==> src/lzwc_pkg.sv <==
package lzwc_pkg;

	localparam int CODE_BITS  = 12;
	localparam int ALPHA_SIZE = 32;
	localparam int SYM_W      = 5;
	localparam int CODE_W     = 12;
	localparam int NCODE_W    = CODE_BITS + 1;
	localparam int DICT_SIZE  = 1 << CODE_BITS;
	localparam int TAB_BITS   = CODE_BITS + 1;
	localparam int TAB_SIZE   = 1 << TAB_BITS;
	localparam int EPOCH_BITS = 8;

	typedef struct packed {
		logic [SYM_W-1:0] symbol;
		logic             last;
	} in_word_t;

	typedef struct packed {
		logic [CODE_W-1:0] code;
		logic              last_res;
	} out_word_t;

	typedef struct packed {
		logic [EPOCH_BITS-1:0] epoch;
		logic [CODE_BITS-1:0]  key_prefix;
		logic [SYM_W-1:0]      key_sym;
		logic [CODE_BITS-1:0]  code;
	} entry_t;

	typedef enum logic [2:0] {
		ST_CLEAR,
		ST_IDLE,
		ST_PROBE,
		ST_MATCH,
		ST_EMIT_OLD,
		ST_EMIT_FIN
	} state_t;

	typedef struct packed {
		logic load;
		logic rd;
		logic advance;
		logic set_first;
		logic take_hit;
		logic miss;
		logic push;
		logic push_fin;
		logic end_block;
		logic clr_wr;
	} cmd_t;

	typedef struct packed {
		logic prefix_valid;
		logic last;
		logic hit;
		logic empty;
		logic out_free;
		logic clr_last;
	} status_t;

	function automatic logic [SYM_W-1:0] sat_sym(input logic [SYM_W-1:0] s);
		if (int'(s) >= ALPHA_SIZE) begin
			return SYM_W'(ALPHA_SIZE - 1);
		end
		return s;
	endfunction

	function automatic logic [TAB_BITS-1:0] hash_idx(input logic [CODE_BITS-1:0] p,
			input logic [SYM_W-1:0] s);
		return TAB_BITS'(p) ^ (TAB_BITS'(s) << (TAB_BITS - SYM_W));
	endfunction

endpackage

==> src/lzwc_ctrl.sv <==
module lzwc_ctrl (
	input  logic              clk,
	input  logic              arst_n,
	input  logic              src_valid,
	output logic              src_stall,
	input  lzwc_pkg::status_t sts,
	output lzwc_pkg::cmd_t    cmd
);

	lzwc_pkg::state_t state_q, state_d;

	always_ff @(posedge clk or negedge arst_n) begin
		if (!arst_n) begin
			state_q <= lzwc_pkg::ST_CLEAR;
		end else begin
			state_q <= state_d;
		end
	end

	always_comb begin
		state_d = state_q;
		case (state_q)
			lzwc_pkg::ST_CLEAR: begin
				if (sts.clr_last) state_d = lzwc_pkg::ST_IDLE;
			end
			lzwc_pkg::ST_IDLE: begin
				if (src_valid) state_d = lzwc_pkg::ST_PROBE;
			end
			lzwc_pkg::ST_PROBE: begin
				if (!sts.prefix_valid) begin
					state_d = sts.last ? lzwc_pkg::ST_EMIT_FIN : lzwc_pkg::ST_IDLE;
				end else begin
					state_d = lzwc_pkg::ST_MATCH;
				end
			end
			lzwc_pkg::ST_MATCH: begin
				if (sts.hit) begin
					state_d = sts.last ? lzwc_pkg::ST_EMIT_FIN : lzwc_pkg::ST_IDLE;
				end else if (sts.empty) begin
					state_d = lzwc_pkg::ST_EMIT_OLD;
				end else begin
					state_d = lzwc_pkg::ST_PROBE;
				end
			end
			lzwc_pkg::ST_EMIT_OLD: begin
				if (sts.out_free) begin
					state_d = sts.last ? lzwc_pkg::ST_EMIT_FIN : lzwc_pkg::ST_IDLE;
				end
			end
			lzwc_pkg::ST_EMIT_FIN: begin
				// epoch about to wrap: wipe the table before the next block
				if (sts.out_free) begin
					state_d = sts.clr_last ? lzwc_pkg::ST_CLEAR : lzwc_pkg::ST_IDLE;
				end
			end
			default: state_d = lzwc_pkg::ST_CLEAR;
		endcase
	end

	always_comb begin
		cmd       = '0;
		src_stall = 1'b1;
		case (state_q)
			lzwc_pkg::ST_CLEAR: begin
				cmd.clr_wr = 1'b1;
			end
			lzwc_pkg::ST_IDLE: begin
				src_stall = 1'b0;
				cmd.load  = src_valid;
			end
			lzwc_pkg::ST_PROBE: begin
				cmd.set_first = !sts.prefix_valid;
				cmd.rd        = sts.prefix_valid;
			end
			lzwc_pkg::ST_MATCH: begin
				cmd.take_hit = sts.hit;
				cmd.advance  = !sts.hit && !sts.empty;
			end
			lzwc_pkg::ST_EMIT_OLD: begin
				cmd.push = sts.out_free;
				cmd.miss = sts.out_free;
			end
			lzwc_pkg::ST_EMIT_FIN: begin
				cmd.push      = sts.out_free;
				cmd.push_fin  = sts.out_free;
				cmd.end_block = sts.out_free;
			end
			default: begin
				cmd = '0;
			end
		endcase
	end

endmodule

==> config.mk <==
export PLATFORM = sky130hd
export DESIGN_NAME = lzwc_ctrl
export DESIGN_NICKNAME = d
export VERILOG_FILES = /design/src/lzwc_pkg.sv /design/src/lzwc_ctrl.sv
export SDC_FILE = /design/constraint.sdc
export NUM_CORES = 1
export LEC_CHECK = 0
export BUFFER_PORTS_ARGS = -buffer_cell sky130_fd_sc_hd__buf_4
export CORE_AREA = 2 2 39 41
export CTS_BUF_LIST = sky130_fd_sc_hd__clkbuf_4
export CTS_CLUSTER_DIAMETER = 100
export DETAILED_ROUTE_END_ITERATION = 10
export DIE_AREA = 0 0 41 43
export PLACE_DENSITY_LB_ADDON = 0.3
export REMOVE_ABC_BUFFERS = 1
export SYNTH_ARGS = -nofsm -noshare
export SYNTH_HDL_FRONTEND = slang
export SYNTH_SLANG_ARGS = --single-unit
==> constraint.sdc <==
create_clock -name clk -period 2.55 [get_ports clk]
set_input_delay 0.255 -clock clk [delete_from_list [all_inputs] [get_ports clk]]
set_output_delay 0.255 -clock clk [all_outputs]
set_load 0.01 [all_outputs]
# After elaboration in Yosys (flattened, before gate mapping)
# Index checks and enable logic that the tools add are counted.
[totals] out_inout_bits=11 regBits=3 elab_cells=37 inputBits=9
[classes] eq_ne=9 muxes=20 reduce_logical=7
[ops] cell="two-way mux 3 bit" count=8
[ops] cell="case mux 3 bit (6 select lines)" count=1
[ops] cell="two-way mux 1 bit" count=10
[ops] cell="inequality test 2 bit (second input constant)" count=4
[ops] cell="equality test 3 x 2 -> 1 bit (second input constant)" count=2
[ops] cell="equality test 3 bit (second input constant)" count=2
[ops] cell="AND reduction 4 bit" count=1
[ops] cell="equality test 3 x 1 -> 1 bit (second input constant)" count=1
[ops] cell="zero test 1 bit" count=3
[ops] cell="zero test 3 bit" count=1
[ops] cell="two-way mux 2 bit" count=1
[ops] cell="OR reduction 2 bit" count=1
[ops] cell="logical AND 1 bit" count=1

# Logic depth before layout (Yosys ltp)
# Gate-level depths: netlist of the first run.
[logic_depth] depth_word=3 mapped_depth=5 mapped_depth_nobuf=4

# Least setup slack after synthesis of the first run
# No wires, ideal clock.
[synth_timing] path_kind="register -> output" from="reg state_q[0]" to="out cmd[8] (netlist bit)" path_slack_ns=1.138 t_arrival_ns=1.157 required_ns=2.295 stages_incl_launch_ff=4 n_path_buf=2 path_cell_list="dfrtp_1 -> buf_6 -> clkbuf_1 -> nor4b_1"
[synth_rtl] element="start: declaration" line_no="lzwc_ctrl.sv:10" rtl="lzwc_pkg::state_t state_q, state_d;"
[synth_rtl] element="start signal: assignment" line_no="lzwc_ctrl.sv:14" rtl="state_q <= lzwc_pkg::ST_CLEAR;"
[synth_rtl] element="start signal: assignment" line_no="lzwc_ctrl.sv:16" rtl="state_q <= state_d;"
[synth_rtl] element="end: declaration" line_no="lzwc_ctrl.sv:7" rtl="output lzwc_pkg::cmd_t cmd"

==> results of run 1 <==
==> routing by layer <==
layer	GRT usage	part of all wire	vias to the layer above
met5	0	0	-
met4	0.08000	0	0
met3	0.03141	0.097	0
met2	0.1750	0.47	14
met1	0.1672	0.43	152
li1	-	-	192
==> how the worst min path moves through the flow <==
| stage | depth (start not counted) | to | from |
|---|---|---|---|
| global route | 3 | state_q[0]$_DFFE_PN0P_ | sts[1] |
| floorplan | 0 | state_q[0]$_DFFE_PN0P_ | arst_n |
| detailed placement | 1 | state_q[1]$_DFFE_PN0P_ | arst_n |
| CTS | 3 | state_q[0]$_DFFE_PN0P_ | sts[1] |
| finish | 3 | state_q[0]$_DFFE_PN0P_ | sts[0] |
| global placement | 1 | state_q[1]$_DFFE_PN0P_ | arst_n |
==> worst min-delay path: cells and delay by family <==
| family | cells | cell delay (ns) |
|---|---|---|
| buffers and inverters | 1 | 0.09 |
| AO/OA/AOI/OAI | 2 | 0.17 |
==> power by group through the flow <==
stage	Combinational, uW	Clock, uW	Sequential [uW]
after floorplan	146	0	128
after global placement	233	0	145
after detailed placement	235	0	147
after CTS	236	95.7	146
after global routing	257	97.1	158
final	232	92.3	147
==> through the flow <==
step	total power, uW	worst slack [ns]
CTS	478.2	0.7574
floorplan	274.1	1.113
finish	471.1	0.7719
global placement	378.0	0.9924
detailed placement	381.4	0.9704
global route	512.5	0.6707
==> synth_stat cells, types with 2 or more instances <==
master	count
sky130_fd_sc_hd__a21oi_1	2
sky130_fd_sc_hd__clkbuf_1	2
sky130_fd_sc_hd__dfrtp_1	3
sky130_fd_sc_hd__inv_1	2
sky130_fd_sc_hd__nand3b_1	2
sky130_fd_sc_hd__nor2b_1	3
sky130_fd_sc_hd__nor3_1	2
sky130_fd_sc_hd__nor3b_1	2
sky130_fd_sc_hd__o21ai_1	2
==> final cells by class <==
class,instances,area [sq um],area share
well taps,16,20.02,0.03855
flip-flops and latches,3,75.07,0.1446
repair buffers,20,152.6,0.2940
multi-input cells,31,234.0,0.4506
inverters,2,7.507,0.01446
clock buffers,4,30.03,0.05783
==> logic make-up (layout without fill, tap and decap cells) <==
group,Yosys count,in the layout,synth area share
DFF,3,3,0.2158
buffers and inverters,7,26,0.1115
AOI/OAI and AO/OA,11,11,0.2914
and+or+nand+nor,20,20,0.3813
==> impl_summary.log, run 1 <==
INFO  metric dr_total_vias = 358
INFO  metric routed_wirelength = 869 microns
INFO  metric floorplan.core_area = 1384 sq um
INFO  metric cts_hold_repair.buffers = 1
INFO  metric drc = 0
INFO  metric synth_async_sr_flop_share = 1.000
INFO  metric unrepaired_setup_endpoints_after_global_routing = false
INFO  metric synthCells = 41
INFO  metric min_path_type = in2reg
INFO  metric track_usage = 0.1265
INFO  metric cellLeakagePower = 0.0002276 uW
INFO  metric crit_path_cell_trace = inv_1 -> and3_1 -> and2_1 -> buf_4
INFO  metric outcome = finished, final reports clean
INFO  metric synthFlopType = sky130_fd_sc_hd__dfrtp_1
INFO  metric gp_congestion = 0.6727
INFO  metric ys_warn_count = 0
INFO  metric vias_in_the_first_global_route = 347
INFO  metric timing.critical_path.to = cmd[2]
INFO  metric reg2reg_setup_slack = 0.95 ns
INFO  metric signal_arrival_time_at_the_worst_endpoint = 1.52 ns
INFO  metric post_cts.resized_instances = 0
INFO  metric worst_pin_slew = 0.5915 ns
INFO  metric final_design_area_no_fill = 519.2 sq um
INFO  metric tritoncts.num_buffers = 3
INFO  metric ys_types = 30
INFO  metric placement_rows = 14
INFO  metric clk_pin_slew = 0.04 ns
INFO  metric max_reg_flops = 3
INFO  metric final.fill_count = 158
INFO  metric fmax = 562.4 MHz
INFO  metric layout.cells.most_common = sky130_fd_sc_hd__buf_4
INFO  metric final_layout_size_suffix_gt1_frac = 0.4500
INFO  metric vdd.ir_drop.worst = 352.5 uV
INFO  metric critical-path-max-stage-delay = 0.54 ns
INFO  metric synth_top_cell_area_share = 0.2158
INFO  metric initial_antenna_violation_count = 0
INFO  metric synth.area.top_cells = sky130_fd_sc_hd__dfrtp_1, sky130_fd_sc_hd__a2111oi_4, sky130_fd_sc_hd__nor2b_1, sky130_fd_sc_hd__a221oi_2, sky130_fd_sc_hd__nand3b_1
INFO  metric insertedDiodeCount = 0
INFO  metric cts_max_level = 1
INFO  metric path_delay_family = flip-flops
INFO  metric top_register = state_q
INFO  metric power_frac_seq = 0.312
INFO  metric most_used_cells_in_the_layout_excluding_fill_and_tap_cells = sky130_fd_sc_hd__buf_4, sky130_fd_sc_hd__clkbuf_4, sky130_fd_sc_hd__nor2b_1, sky130_fd_sc_hd__dfrtp_1
INFO  metric timing.clock.skew = 0.0003016 ns
INFO  metric worst_reg2reg_endpoint = state_q[2]$_DFFE_PN0P_
INFO  metric critPathRequiredTime = 2.30 ns
INFO  metric seq_area_frac_synth = 0.2158
INFO  metric hold-worst-slack = 0.3264 ns
INFO  metric critical_path_peak_fanout = 11
INFO  metric first_pass_iters = 2
INFO  metric total_instance_count_after_detailed_placement = 71
INFO  metric routedWlPerCell = 11.43 microns
INFO  metric final_core_util = 0.3752
INFO  metric floorplan.die_area = 1763 sq um
INFO  metric layout_worst_path_cycle_share = 0.6973
INFO  metric synthesis.area_per_instance = 8.484 sq um
INFO  metric post_layout_nonfiller_instances = 76
INFO  metric final_max_slew_viol_count = 0
INFO  metric period_needed = 1.778 ns
INFO  metric area_growth_syn_to_layout = 49.28%
INFO  metric endpoint_kind = primary output
INFO  metric critPathSlowestCell = sky130_fd_sc_hd__dfrtp_1
INFO  metric worstReg2RegStart = state_q[0]$_DFFE_PN0P_
INFO  metric cts.sink_count = 3
INFO  metric initial_utilization = 0.2514
INFO  metric clock_share_of_power = 0.196
INFO  metric switching_power = 208.2 uW
INFO  metric vias_per_cell = 4.711
INFO  metric worst_setup_sp_type = register
INFO  metric grt_first_pass_wirelength = 1.511 mm
INFO  metric slew_headroom = 0.6056
INFO  metric clock_insertion_delay_at_the_later_pin_of_the_skew_report = 0.23 ns
INFO  metric drv.max_cap_violation_count = 0
INFO  metric mappedNetlistArea = 347.8 sq um
INFO  metric port_buffers = 19
INFO  metric p_int = 262.9 uW
INFO  metric cts_root_buf = sky130_fd_sc_hd__clkbuf_4
INFO  metric pin_count_of_the_biggest_net_entering_global_routing = 20
INFO  metric final-setup-viol-count = 0
INFO  metric width_of_the_chip = 41 microns
INFO  metric worstRegToRegCells = 4
INFO  metric synth_top_area_cell = sky130_fd_sc_hd__dfrtp_1
INFO  metric number_of_setup_buffers_added_after_cts = 0
INFO  metric count_of_flip_flops_with_a_built_in_enable_after_synthesis = 0
INFO  metric clockBufferDepth = 2
INFO  metric report.final.hold_viol_count = 0
INFO  metric p_sw_frac = 0.4419
INFO  metric top_regs = state_q x3
INFO  metric cellPowerDensity = 907.3 nW/um^2
INFO  metric die_height = 43 microns
INFO  metric dpl.hpwl = 611.1 microns
INFO  metric ant_nets = 0
INFO  metric critical_path.n_buffers_inverters = 2
INFO  metric pwr-share-comb = 0.492
INFO  metric critical_path_depth = 4
INFO  metric ios = 20
INFO  metric critical_path.startpoint = state_q[1]$_DFFE_PN0P_
INFO  metric worstSetupPathType = reg2out
INFO  metric placedInstanceArea = 479.2 sq um
INFO  metric tritoncts = done
INFO  metric tns_setup = 0 ns
INFO  metric synth.ff_latch_count = 3
INFO  metric number_of_nets_at_the_end_of_the_flow = 70
INFO  metric global_route.overflow_total = 0
INFO  metric drt-initial-drc-count = 3
No activity file was read; power rests on OpenSTA's default activity.
==> run 2: changes to the inputs <==
==> constraint.sdc (replaced) <==
create_clock -name clk -period 1.65 [get_ports clk]
set_input_delay 0.165 -clock clk [delete_from_list [all_inputs] [get_ports clk]]
set_output_delay 0.165 -clock clk [all_outputs]
set_load 0.01 [all_outputs]
==> run 2 against run 1 <==
  * Via count rose by 6.4%
  * Core utilization grew 1.8 points
  * Design area rose by 4.8%
  * Largest cell class unchanged
==> impl_summary.log, run 2 (same netlist as run 1, synthesis figures left out) <==
INFO  metric dpl.hpwl = 682.1 microns
INFO  metric max_reg_flops = 3
INFO  metric cellLeakagePower = 0.0002402 uW
INFO  metric ios = 20
INFO  metric top_register = state_q
INFO  metric initial_antenna_violation_count = 0
INFO  metric endpoint_kind = primary output
INFO  metric power_frac_seq = 0.220
INFO  metric critical_path.n_buffers_inverters = 2
INFO  metric tritoncts.num_buffers = 3
INFO  metric report.final.hold_viol_count = 0
INFO  metric total_instance_count_after_detailed_placement = 74
INFO  metric switching_power = 341.6 uW
INFO  metric pin_count_of_the_biggest_net_entering_global_routing = 12
INFO  metric cts_root_buf = sky130_fd_sc_hd__clkbuf_4
INFO  metric slew_headroom = 0.6516
INFO  metric cts_max_level = 1
INFO  metric layout.cells.most_common = sky130_fd_sc_hd__buf_4
INFO  metric p_sw_frac = 0.4322
INFO  metric first_pass_iters = 2
INFO  metric final.fill_count = 149
INFO  metric grt_first_pass_wirelength = 1.469 mm
INFO  metric tritoncts = done
INFO  metric final_max_slew_viol_count = 0
INFO  metric pwr-share-comb = 0.589
INFO  metric vias_per_cell = 4.823
INFO  metric signal_arrival_time_at_the_worst_endpoint = 1.37 ns
INFO  metric number_of_nets_at_the_end_of_the_flow = 73
INFO  metric clock_share_of_power = 0.191
INFO  metric layout_worst_path_cycle_share = 0.9283
INFO  metric top_regs = state_q x3
INFO  metric floorplan.die_area = 1763 sq um
INFO  metric critPathRequiredTime = 1.48 ns
INFO  metric clockBufferDepth = 2
INFO  metric floorplan.core_area = 1384 sq um
INFO  metric global_route.overflow_total = 0
INFO  metric p_int = 448.7 uW
INFO  metric unrepaired_setup_endpoints_after_global_routing = false
INFO  metric cts.sink_count = 3
INFO  metric width_of_the_chip = 41 microns
INFO  metric crit_path_cell_trace = buf_4 -> nor4b_1 -> buf_4
INFO  metric fmax = 652.9 MHz
INFO  metric routed_wirelength = 911 microns
INFO  metric most_used_cells_in_the_layout_excluding_fill_and_tap_cells = sky130_fd_sc_hd__buf_4, sky130_fd_sc_hd__clkbuf_4, sky130_fd_sc_hd__nor2b_1
INFO  metric vias_in_the_first_global_route = 327
INFO  metric vdd.ir_drop.worst = 460.7 uV
INFO  metric track_usage = 0.1276
INFO  metric worstSetupPathType = reg2out
INFO  metric cellPowerDensity = 1452 nW/um^2
INFO  metric final_core_util = 0.3933
INFO  metric post_layout_nonfiller_instances = 79
INFO  metric drc = 0
INFO  metric die_height = 43 microns
INFO  metric number_of_setup_buffers_added_after_cts = 0
INFO  metric clk_pin_slew = 0.04 ns
INFO  metric gp_congestion = 0.7324
INFO  metric timing.clock.skew = 0.002099 ns
INFO  metric port_buffers = 19
INFO  metric placement_rows = 14
INFO  metric crit_path_frequent_cell = sky130_fd_sc_hd__buf_4
INFO  metric drv.max_cap_violation_count = 0
INFO  metric initial_utilization = 0.2514
INFO  metric min_path_type = in2reg
INFO  metric area_growth_syn_to_layout = 56.47%
INFO  metric critical-path-max-stage-delay = 0.48 ns
INFO  metric path_delay_family = flip-flops
INFO  metric final_layout_size_suffix_gt1_frac = 0.5079
INFO  metric ant_nets = 0
INFO  metric critical_path_peak_fanout = 11
INFO  metric critPathSlowestCell = sky130_fd_sc_hd__dfrtp_2
INFO  metric clock_insertion_delay_at_the_later_pin_of_the_skew_report = 0.24 ns
INFO  metric tns_setup = 0 ns
INFO  metric worst_pin_slew = 0.5094 ns
INFO  metric routedWlPerCell = 11.53 microns
INFO  metric drt-initial-drc-count = 3
INFO  metric hold-worst-slack = 0.2328 ns
INFO  metric worst_setup_sp_type = register
INFO  metric final-setup-viol-count = 0
INFO  metric period_needed = 1.532 ns
INFO  metric outcome = finished, final reports clean
INFO  metric insertedDiodeCount = 0
INFO  metric dr_total_vias = 381
## run 2: cell count changes in the layout (fill, tap and decap cells not counted), sizes merged
cell,change
buf,+3
## run 2: worst paths after layout
| path | cells after the start | start | slack (ns) | to |
|---|---|---|---|---|
| hold / removal | 3 | sts[1] | 0.23 | state_q[2]$_DFFE_PN0P_ |
| min in group asynchronous | 2 | arst_n | 0.25 | state_q[0]$_DFFE_PN0P_ |
| setup reg to reg | 3 | state_q[0]$_DFFE_PN0P_ | 0.28 | state_q[2]$_DFFE_PN0P_ |
| setup / recovery | 3 | state_q[0]$_DFFE_PN0P_ | 0.12 | cmd[8] |
| hold reg to reg | 1 | state_q[0]$_DFFE_PN0P_ | 0.63 | state_q[1]$_DFFE_PN0P_ |
| max in group asynchronous | 2 | arst_n | 1.30 | state_q[2]$_DFFE_PN0P_ |
## run 2: power groups by stage
stage | Clock, uW | Sequential [uW] | Combinational, uW
floorplan | 0 | 198 | 226
global placement | 0 | 170 | 463
detailed placement | 0 | 168 | 465
CTS | 156 | 168 | 468
global route | 166 | 185 | 510
finish | 151 | 173 | 466
## run 2: worst min-delay path: stages
cell and delay (ns):
sky130_fd_sc_hd__buf_4 0.10, sky130_fd_sc_hd__nand2b_1 0.11, sky130_fd_sc_hd__a221oi_2 0.06
## run 2: routing by layer
metal	track usage	wire, microns	vias up
li1	-	-	199
met1	0.1645	421	164
met2	0.1719	405	16
met3	0.03141	60	2
met4	0.1000	23	0
met5	0	0	-
## run 2: what timing repair did
| item | in CTS | in global routing |
|---|---|---|
| hold buffers | 1 | 0 |
| gates resized for setup | 0 | 2 |
| setup endpoints to repair | 0 | 3 |
| hold endpoints to repair | 3 | 0 |
## run 2: per-stage QoR
stage / area [sq um] / setup WS (ns) / total power [uW]
after floorplan: 316.6 / 0.2127 / 423.7
after global placement: 501.7 / 0.2365 / 633.0
after detailed placement: 501.7 / 0.2254 / 633.2
after CTS: 541.8 / 0.03758 / 791.9
after global routing: 544.3 / 0.02439 / 861.0
final: 544.3 / 0.1184 / 790.2
## run 2: final cells by class
class                           count  area, sq um  share of cell area
Clock buffer                        4        30.03             0.05517
Timing Repair Buffer               23        175.2              0.3218
Multi-Input combinational cell     31        234.0              0.4299
Tap cell                           16        20.02             0.03678
Inverter                            2        7.507             0.01379
Sequential cell                     3        77.57              0.1425
==> run 3: changes to the inputs <==
--- a/config.mk
+++ b/config.mk
@@ -5,12 +5,13 @@
 export SDC_FILE = /design/constraint.sdc
 export NUM_CORES = 1
 export LEC_CHECK = 0
-export BUFFER_PORTS_ARGS = -buffer_cell sky130_fd_sc_hd__buf_4
+export BUFFER_PORTS_ARGS = -buffer_cell sky130_fd_sc_hd__buf_2
 export CORE_AREA = 2 2 39 41
 export CTS_BUF_LIST = sky130_fd_sc_hd__clkbuf_4
 export CTS_CLUSTER_DIAMETER = 100
 export DETAILED_ROUTE_END_ITERATION = 10
 export DIE_AREA = 0 0 41 43
+export MAX_ROUTING_LAYER = met4
 export PLACE_DENSITY_LB_ADDON = 0.3
 export REMOVE_ABC_BUFFERS = 1
 export SYNTH_ARGS = -nofsm -noshare
==> run 3 against run 2 <==
  * Design area fell by 7.8%
  * Clock power fell by 6%
  * Die area did not move
  * Core utilization fell by 3.1 points
  * Maximum frequency rose by 3.8%
  * Cell count rose by 1.3%
  * First-iteration DRC count rose by 33%
  * Via count rose by 0.26%
  * Highest routed layer is now met3
  * Routed wire length fell by 1.4%
  * Worst hold slack improved by 0.013 ns
  * Total power fell by 4.3%
==> impl_summary.log, run 3 (same netlist as run 1, synthesis figures left out) <==
INFO  metric drv.max_cap_violation_count = 0
INFO  metric signal_arrival_time_at_the_worst_endpoint = 1.31 ns
INFO  metric drc = 0
INFO  metric dpl.hpwl = 685.7 microns
INFO  metric initial_antenna_violation_count = 0
INFO  metric critical_path_peak_fanout = 8
INFO  metric most_used_cells_in_the_layout_excluding_fill_and_tap_cells = sky130_fd_sc_hd__buf_2, sky130_fd_sc_hd__clkbuf_4, sky130_fd_sc_hd__buf_4
INFO  metric final.fill_count = 149
INFO  metric layout_worst_path_cycle_share = 0.8945
INFO  metric tns_setup = 0 ns
INFO  metric fmax = 677.5 MHz
INFO  metric ant_nets = 0
INFO  metric final-seq-area = 75.07 sq um
INFO  metric layout.cells.most_common = sky130_fd_sc_hd__buf_2
INFO  metric vias_in_the_first_global_route = 342
INFO  metric critPathSlowestCell = sky130_fd_sc_hd__dfrtp_1
INFO  metric pre_cts_setup_slack = 0.2529 ns
INFO  metric cellPowerDensity = 1507 nW/um^2
INFO  metric port_buffers = 19
INFO  metric width_of_the_chip = 41 microns
INFO  metric tritoncts.num_buffers = 3
INFO  metric vdd.ir_drop.worst = 429.8 uV
INFO  metric dr_total_vias = 382
INFO  metric gp_congestion = 0.6907
INFO  metric number_of_nets_at_the_end_of_the_flow = 74
INFO  metric floorplan.core_area = 1384 sq um
INFO  metric outcome = finished, final reports clean
INFO  metric slew_headroom = 0.6662
INFO  metric area_growth_syn_to_layout = 44.24%
INFO  metric clk_pin_slew = 0.04 ns
INFO  metric cts_max_level = 1
INFO  metric global_route.overflow_total = 0
INFO  metric endpoint_kind = primary output
INFO  metric cts.sink_count = 3
INFO  metric final-setup-viol-count = 0
INFO  metric die_height = 43 microns
INFO  metric tritoncts = done
INFO  metric vias_per_cell = 4.775
INFO  metric final_core_util = 0.3626
INFO  metric floorplan.die_area = 1763 sq um
INFO  metric placement_rows = 14
INFO  metric max_reg_flops = 3
INFO  metric multi_input_comb_area = 234.0 sq um
INFO  metric final_layout_size_suffix_gt1_frac = 0.5000
INFO  metric drt-initial-drc-count = 4
INFO  metric min_path_type = in2reg
INFO  metric critPathRequiredTime = 1.48 ns
INFO  metric period_needed = 1.476 ns
INFO  metric grt_first_pass_wirelength = 1.483 mm
INFO  metric top_register = state_q
INFO  metric routed_wirelength = 898 microns
INFO  metric first_pass_iters = 3
INFO  metric setup_slack = 0.1740 ns
INFO  metric ios = 20
INFO  metric initial_utilization = 0.2514
INFO  metric clockBufferDepth = 2
INFO  metric track_usage = 0.1316
INFO  metric crit_path_cell_trace = inv_2 -> and3_1 -> and2_1 -> buf_2
INFO  metric timing.clock.skew = 0.001488 ns
INFO  metric final_max_slew_viol_count = 0
INFO  metric report.final.hold_viol_count = 0
INFO  metric cellLeakagePower = 0.0002382 uW
INFO  metric top_regs = state_q x3
INFO  metric pin_count_of_the_biggest_net_entering_global_routing = 15
INFO  metric clock_insertion_delay_at_the_later_pin_of_the_skew_report = 0.23 ns
INFO  metric worst_pin_slew = 0.4880 ns
INFO  metric routedWlPerCell = 11.23 microns
INFO  metric cts_root_buf = sky130_fd_sc_hd__clkbuf_4
INFO  metric critical-path-max-stage-delay = 0.47 ns
INFO  metric worstSetupPathType = reg2out
INFO  metric worst_setup_sp_type = register
INFO  metric insertedDiodeCount = 0
INFO  metric unrepaired_setup_endpoints_after_global_routing = false
## run 3: cell count changes in the layout (fill, tap and decap cells not counted), sizes merged
cell,previous run,this run
buf,22,23
## run 3: per-stage QoR
step	hold slack, ns	area (sq um)	instances	power [uW]
after detailed placement	-0.03620	461.7	75	613.0
after global placement	-0.03543	461.7	75	606.5
final	0.2461	501.7	80	756.1
after CTS	0.2437	501.7	80	764.9
after global routing	0.2659	501.7	80	835.4
after floorplan	-0.1306	316.6	36	423.7
## run 3: critical path: cells and delay by family (launching register included)
kind                   cells  cell delay [ns]
flip-flops                 1             0.47
buffers and inverters      2             0.26
AND/OR/NAND/NOR            2             0.36
## run 3: what timing repair did
action                                 4_1_cts  5_1_grt
setup endpoints to repair                    0        2
buffers inserted                             0        0
hold buffers                                 1        0
resized for setup                            0        1
endpoints found under the hold margin        3        0
## run 3: final cells by class
| type | count | area share |
|---|---|---|
| clock buffer | 4 | 0.05985 |
| inverter | 2 | 0.01496 |
| multi-input combinational | 31 | 0.4663 |
| sequential | 3 | 0.1496 |
| tap | 16 | 0.03990 |
| timing repair buffer | 24 | 0.2693 |
## run 3: worst paths after layout
kind / startpoint / endpoint / slack [ns] / cells after the start
max in group asynchronous: arst_n / state_q[1]$_DFFE_PN0P_ / 1.28 / 2
max: state_q[1]$_DFFE_PN0P_ / cmd[2] / 0.17 / 4
min in group asynchronous: arst_n / state_q[0]$_DFFE_PN0P_ / 0.26 / 2
max reg2reg: state_q[0]$_DFFE_PN0P_ / state_q[2]$_DFFE_PN0P_ / 0.28 / 4
min reg2reg: state_q[2]$_DFFE_PN0P_ / state_q[1]$_DFFE_PN0P_ / 0.67 / 2
min: sts[0] / state_q[0]$_DFFE_PN0P_ / 0.25 / 3
## run 3: report_power, final
part	switching [uW]	leakage [uW]	internal [uW]
combinational	246	0.000183	211
clock	35.6	0.0000184	107
sequential	51.9	0.0000370	105
## run 3: layer usage
metal	GRT usage	vias to the layer above	wire (microns)
met5	-	-	0
met4	0.1000	0	0
met3	0.03141	0	64
met2	0.1750	14	424
met1	0.1635	167	409
li1	-	201	-
